### config.mk
export PLATFORM = sky130hd
export DESIGN_NAME = lspr_front
export DESIGN_NICKNAME = d
export VERILOG_FILES = /design/src/rtl/core/lspr_pkg.sv /design/src/rtl/core/lspr_front.sv
export SDC_FILE = /design/constraint.sdc
export NUM_CORES = 1
export LEC_CHECK = 0
export BUFFER_PORTS_ARGS = -buffer_cell sky130_fd_sc_hd__buf_2
export CELL_PAD_IN_SITES_DETAIL_PLACEMENT = 1
export CELL_PAD_IN_SITES_GLOBAL_PLACEMENT = 1
export CORE_MARGIN = 2
export CORE_UTILIZATION = 39
export CTS_CLUSTER_DIAMETER = 40
export DETAILED_ROUTE_END_ITERATION = 8
export HOLD_SLACK_MARGIN = 0.03
export PLACE_DENSITY = 0.87
export REMOVE_ABC_BUFFERS = 1
export SLEW_MARGIN = 25
export SYNTH_ARGS = -nofsm -noshare
export SYNTH_HDL_FRONTEND = slang
export SYNTH_SLANG_ARGS = --single-unit
### constraint.sdc
create_clock -name clk -period 4.1 [get_ports clk]
set_input_delay 0 -clock clk [delete_from_list [all_inputs] [get_ports clk]]
set_output_delay 0 -clock clk [all_outputs]
set_load 0.02 [all_outputs]
### src/rtl/core/lspr_pkg.sv
// Shared types and constants for the laser scan point rasterizer core.
// No dependencies; imported by every module of the core.
package lspr_pkg;

  typedef struct packed {
    logic signed [15:0] angle_start;
    logic [15:0]        angle_step;
    logic [15:0]        range_floor;
    logic [15:0]        range_ceiling;
    logic [9:0]         ppm;
    logic [11:0]        sample_count;
  } lspr_cfg_t;

  localparam logic [2:0] REG_ANGLE_START   = 3'd0;
  localparam logic [2:0] REG_ANGLE_STEP    = 3'd1;
  localparam logic [2:0] REG_RANGE_FLOOR   = 3'd2;
  localparam logic [2:0] REG_RANGE_CEILING = 3'd3;
  localparam logic [2:0] REG_PPM           = 3'd4;
  localparam logic [2:0] REG_SAMPLE_COUNT  = 3'd5;

  localparam int CORDIC_STAGES = 16;
  localparam int XYW = 34;
  localparam int ZW  = 26;
  localparam logic signed [XYW-1:0] CORDIC_X0 = 34'sd652032874;
  localparam logic signed [ZW-1:0]  QUARTER_TURN = 26'sd4194304;
  localparam logic signed [ZW-1:0]  HALF_TURN    = 26'sd8388608;

  // floor(u / 125) = (u * RECIP_M) >> RECIP_SHIFT for u below 2^24
  localparam logic [24:0] RECIP_M = 25'd17179870;
  localparam int RECIP_SHIFT = 31;
  localparam int DIV_SHIFT   = 18;
  localparam int CW = 13;
  localparam int ADDR_CALC_W = 24;

  function automatic logic signed [ZW-1:0] atan_turn(input int i);
    logic signed [ZW-1:0] v;
    case (i)
      0:  v = 26'sd2097152;
      1:  v = 26'sd1238021;
      2:  v = 26'sd654136;
      3:  v = 26'sd332050;
      4:  v = 26'sd166669;
      5:  v = 26'sd83416;
      6:  v = 26'sd41718;
      7:  v = 26'sd20860;
      8:  v = 26'sd10430;
      9:  v = 26'sd5215;
      10: v = 26'sd2608;
      11: v = 26'sd1304;
      12: v = 26'sd652;
      13: v = 26'sd326;
      14: v = 26'sd163;
      default: v = 26'sd81;
    endcase
    return v;
  endfunction

endpackage

### src/rtl/core/lspr_front.sv
// Front end: index check, range clamp, beam angle and quadrant fold.
// Depends on lspr_pkg.
module lspr_front import lspr_pkg::*; (
  input  logic                 clk,
  input  logic                 rst_n,
  input  logic                 adv,
  input  lspr_cfg_t            cfg,
  input  logic                 in_valid,
  input  logic [11:0]          in_sample_index,
  input  logic [15:0]          in_range_mm,
  output logic                 v_o,
  output logic [15:0]          r_o,
  output logic signed [ZW-1:0] z_o,
  output logic                 flip_o
);

  logic        v1_r;
  logic [15:0] r1_r;
  logic [27:0] prod1_r;
  logic [15:0] rfl;
  logic [15:0] rcl;

  always_comb begin
    rfl = (in_range_mm < cfg.range_floor) ? cfg.range_floor : in_range_mm;
    rcl = (rfl > cfg.range_ceiling) ? cfg.range_ceiling : rfl;
  end

  always_ff @(posedge clk) begin
    if (!rst_n) begin
      v1_r <= 1'b0;
    end else if (adv) begin
      v1_r <= in_valid && (in_sample_index < cfg.sample_count);
    end
    if (adv) begin
      r1_r    <= rcl;
      prod1_r <= 28'(in_sample_index) * 28'(cfg.angle_step);
    end
  end

  logic [15:0]          angle;
  logic signed [ZW-1:0] z0;
  logic signed [ZW-1:0] zf;
  logic                 flip;

  always_comb begin
    angle = cfg.angle_start + prod1_r[15:0];
    z0    = {{2{angle[15]}}, angle, 8'b0};
    zf    = z0;
    flip  = 1'b0;
    if (z0 > QUARTER_TURN) begin
      zf   = z0 - HALF_TURN;
      flip = 1'b1;
    end else if (z0 < -QUARTER_TURN) begin
      zf   = z0 + HALF_TURN;
      flip = 1'b1;
    end
  end

  always_ff @(posedge clk) begin
    if (!rst_n) begin
      v_o <= 1'b0;
    end else if (adv) begin
      v_o <= v1_r;
    end
    if (adv) begin
      r_o    <= r1_r;
      z_o    <= zf;
      flip_o <= flip;
    end
  end

endmodule

* Word level (Yosys, flattened, before mapping)
Cells that the tools add are included.
Widths: inputs -> output; s select.
** Cells by class
- Add/subtract/negate cells :: 3
- Multipliers :: 1
- Div/mod/pow operators :: 0
- Magnitude comparators :: 5
- Equal/unequal tests :: 0
- Shift-type cells :: 0
- Mux-type cells :: 5
- Bitwise logic cells :: 0
- Reduce and logical (&&, ||, !) cells :: 1
** Operators by type and width (number)
- $mux 26 :: 2
- $mux 16 :: 2
- $add 24x25->26 const B :: 1
- $sub 24x25->26 const B :: 1
- $gt 24x24->1 const B :: 1
- $lt 24x23->1 const B :: 1
- $add 16x16->16 :: 1
- $gt 16x16->1 :: 1
- $lt 16x16->1 :: 1
- $mul 12x16->16 :: 1
- $lt 12x12->1 :: 1
- $logic_and 1x1->1 :: 1
- $mux 1 :: 1
** Word-level totals
- Flip-flop bits (word level) :: 77
- Latch bits :: 0
- Bits in writable memories :: 0
- ROM bits :: 0
- Bits of input ports :: 118
- Logic and storage cells :: 22
- Memories kept :: 0

* Longest topological paths before layout
- Depth in word-level cells :: 4
- Mapped depth :: 20

* Worst setup path before layout
Ideal clock, no wire load.
- Path type :: in2reg
- Start :: in cfg[54] (netlist bit)
- End :: reg prod1_r[13] (data pin)
- Library setup time :: 0.258 ns
- Arrival time :: 4.105 ns
- Required time :: 3.842 ns
- Path slack :: -0.263 ns
- Cell stages on the path :: 16
- Path buffers :: 1
- Cell sequence :: clkbuf_1 -> nand2_1 -> fa_1 -> fa_1 -> inv_1 -> fa_1 -> fa_1 -> inv_1 -> fa_1 -> inv_1 -> ha_1 -> and2_1 -> o21a_1 -> a41oi_1 -> nor2b_1 -> xnor2_1
** On the way
- Word-level cells in the longest chain between the ends :: 1
** RTL lines
- start: declaration :: RTL line lspr_front.sv:7 : input lspr_cfg_t cfg,
- $mul 12x16->16 :: RTL line lspr_front.sv:36 : prod1_r <= 28'(in_sample_index) * 28'(cfg.angle_step);
- end signal: assignment :: RTL line lspr_front.sv:36
- end: declaration :: RTL line lspr_front.sv:19 : logic [27:0] prod1_r;
Every way passes these cells.
A chain may end at the register's enable or synchronous reset.

* Worst setup path in the final report
- Start :: in cfg[57] (netlist bit)
- End :: reg prod1_r[13] (data pin)
The elaborated chain is that of the path after synthesis.

==> results.sh <==
export IMPL_final_layout_size_suffix_gt1_share_pct=29.5
export IMPL_clkLatencyLatePin_ns=0.34
export IMPL_cts_path_max_buffers=2
export IMPL_status="completed"
export IMPL_drt_iter0_drc=267
export IMPL_syn_area_per_cell_sq_um=9.88
export IMPL_grt_util_all_layers_pct=20.5
export IMPL_worstPathRequired_ns=4.19
export IMPL_cp_max_fo=3
export IMPL_drc=0
export IMPL_synth_top_area_share_pct=25.3
export IMPL_portBuffers=143
export IMPL_grt_pass1_wl_mm=34.9
export IMPL_initial_utilization_pct=40.0
export IMPL_tightest_slew_ns=0.628
export IMPL_area_growth_syn_to_layout_pct=29.3
export IMPL_leakagePower_nw=5.00
export IMPL_ys_ff_latch=68
export IMPL_p_comb_share_pct=67.4
export IMPL_vias=6400
export IMPL_routabilityCongestion=0.880
export IMPL_max_freq_mhz=252
export IMPL_pwr_share_seq_pct=18.6
export IMPL_diodes=0
export IMPL_ant_nets=0
export IMPL_ys_flop_type="edfxtp_1"
export IMPL_arrival_ns=4.06
export IMPL_grt_pass1_vias=7235
export IMPL_cp_start_kind="primary input"
export IMPL_synth_seq_area_share_pct=25.8
export IMPL_syn_inst=794
export IMPL_clkTransAtPathRegs_ns=0.06
export IMPL_synth_edf_count=66
export IMPL_grt_max_degree=45
export IMPL_numClockSinks=68
export IMPL_antenna_found_initial=1
export IMPL_finalSetupViolCount=0
export IMPL_mostFrequentLayoutCells="inv_1 (166), buf_2 (137), nand2_1 (97), ha_1 (85), buf_4 (76)"
export IMPL_slew_headroom_pct=58.2
export IMPL_power_internal_w=0.00380
export IMPL_final_common_cell="inv_1"
export IMPL_core_area_sq_um=19600
export IMPL_cts_tree="done"
export IMPL_multi_input_area_sq_um=5270
export IMPL_cts_max_level=3
export IMPL_stdcell_area_sq_um=10100
export IMPL_postPlaceCellArea_sq_um=9370
export IMPL_timing_setup_tns_ns=0
export IMPL_p_sw_share_pct=40.8
export IMPL_dieArea_sq_um=21300
export IMPL_cts_root_buf="clkbuf_16"
export IMPL_synth_area_sq_um=7840
export IMPL_vias_per_cell=4.94
export IMPL_hold_viol_final=0
export IMPL_power_density_nw_per_um2=633
export IMPL_drv_slew=0
export IMPL_first_pass_iters=5
export IMPL_die_width_um=146
export IMPL_final_nets=1314
export IMPL_crit_type="in -> reg"
export IMPL_netlist_top_cells_area="edfxtp_1 (25%), fa_1 (20%), ha_1 (14%), inv_1 (7.9%), nand2_1 (4.7%)"
export IMPL_p_sw_w=0.00262
export IMPL_ys_warn_count=0
export IMPL_peakVddDrop_v=0.000358
export IMPL_fillers=2206
export IMPL_clockPowerShare_pct=13.9
export IMPL_ff_latch_area_sq_um=2020
export IMPL_io_pins=162
export IMPL_routedWlPerCell_um=17.5
export IMPL_post_dp_hpwl_mm=17.5
export IMPL_synth_top_area_cell="edfxtp_1"
export IMPL_async_reset_ff_share_pct=0
export IMPL_finalCritPeriodShare_pct=97.0
export IMPL_end_kind="flop"
export IMPL_fin_util_pct=51.8
export IMPL_die_h_um=146
export IMPL_num_rows=51
export IMPL_grt_overflow=0
export IMPL_fin_crit_ns=3.98
export IMPL_hp_class="in -> reg"
export IMPL_cts_made_buffers=9
export IMPL_cap_viol_max_count=0
export IMPL_totalWireLength_mm=22.7
export IMPL_finalClockSkew_ns=0.00543
export IMPL_ys_types=56
## path summary, 6_finish.rpt
check,startpoint,endpoint,slack (ns),depth (start not counted)
setup reg to reg,prod1_r[0],flip_o,0.79,11
hold / removal,cfg[22],r1_r[0],0.06,3
hold reg to reg,r1_r[9],r_o[9],0.41,0
setup / recovery,cfg[57],prod1_r[13],0.12,17
## routing by layer
metal	vias up	wire length, um	track usage [%]
met4	0	448	5.00
li1	3017	-	-
met2	157	12700	40.4
met1	3186	8690	22.5
met3	40	845	3.61
met5	-	0	0
## Yosys cell counts, types with 5 or more instances
| library cell | count |
|---|---|
| a21o_1 | 17 |
| nor2_1 | 17 |
| and2_1 | 37 |
| buf_4 | 9 |
| fa_1 | 80 |
| o21ai_0 | 13 |
| inv_1 | 166 |
| o21a_1 | 8 |
| nor3_1 | 5 |
| xor2_1 | 8 |
| edfxtp_1 | 66 |
| a21oi_1 | 23 |
| a211oi_1 | 5 |
| clkbuf_1 | 17 |
| ha_1 | 90 |
| nand2_1 | 99 |
| mux2_2 | 30 |
| xnor2_1 | 37 |
| nor2b_1 | 7 |
## critical path: stages
cell and delay (ns):
buf_2 0.12, and2_1 0.17, fa_1 0.54, inv_1 0.06, fa_1 0.47, inv_1 0.06, fa_1 0.47, fa_1 0.49
inv_1 0.06, fa_1 0.54, inv_1 0.07, ha_4 0.22, and2_1 0.15, o21a_1 0.19, a41oi_2 0.20, nor2b_4 0.18
xnor2_1 0.07
## kinds of logic after synthesis
group / Yosys count / share of synthesized area, %
simple gates: 187 / 11.4
flops: 68 / 25.8
buf+inv: 194 / 9.75
mux: 35 / 5.01
compound gates: 94 / 8.25
other cells: 1 / 0.0478
xor+xnor: 45 / 5.02
fa+ha+maj: 170 / 34.8
## what timing repair did
action | 4_1_cts | 5_1_grt
resized for setup | 5 | 48
pin swaps | 0 | 32
setup buffers | 0 | 6
endpoints found under the setup margin | 3 | 21
hold buffers | 17 | 0
hold endpoints to repair | 18 | 0
## sequential cells by signal (all words and copies together) (netlist names)
name	flops
r_o	16
v1_r	1
v_o	1
z_o	17
r1_r	16
flip_o	1
prod1_r	16
## stage by stage
step / total power (W) / cells / setup WS, ns / hold slack, ns
2_1_floorplan: 0.00374 / 773 / -0.409 / 0.112
3_3_place_gp: 0.00483 / 1258 / -0.302 / 0.227
3_5_place_dp: 0.00511 / 1258 / -0.440 / 0.236
4_1_cts: 0.00613 / 1291 / 0.00403 / 0.0534
5_1_grt: 0.00697 / 1296 / -0.0661 / 0.0572
6_report: 0.00642 / 1296 / 0.124 / 0.0630
## layout make-up
cell class              count  area share (%)
inverters                 166            6.14
clock buffers              10            2.26
clock inverters             6            1.10
well taps                 265            3.27
flip-flops and latches     68            19.9
repair buffers            242            15.4
multi-input cells         539            51.9
## power groups by stage
stage                     clock [W]  sequential, W  combinational [W]
after global placement            0        0.00120            0.00363
after detailed placement          0        0.00121            0.00390
after global routing       0.000936        0.00121            0.00482
final                      0.000894        0.00120            0.00433
after CTS                  0.000906        0.00120            0.00402
after floorplan                   0        0.00134            0.00240
No activity file was read; power rests on OpenSTA's default activity.
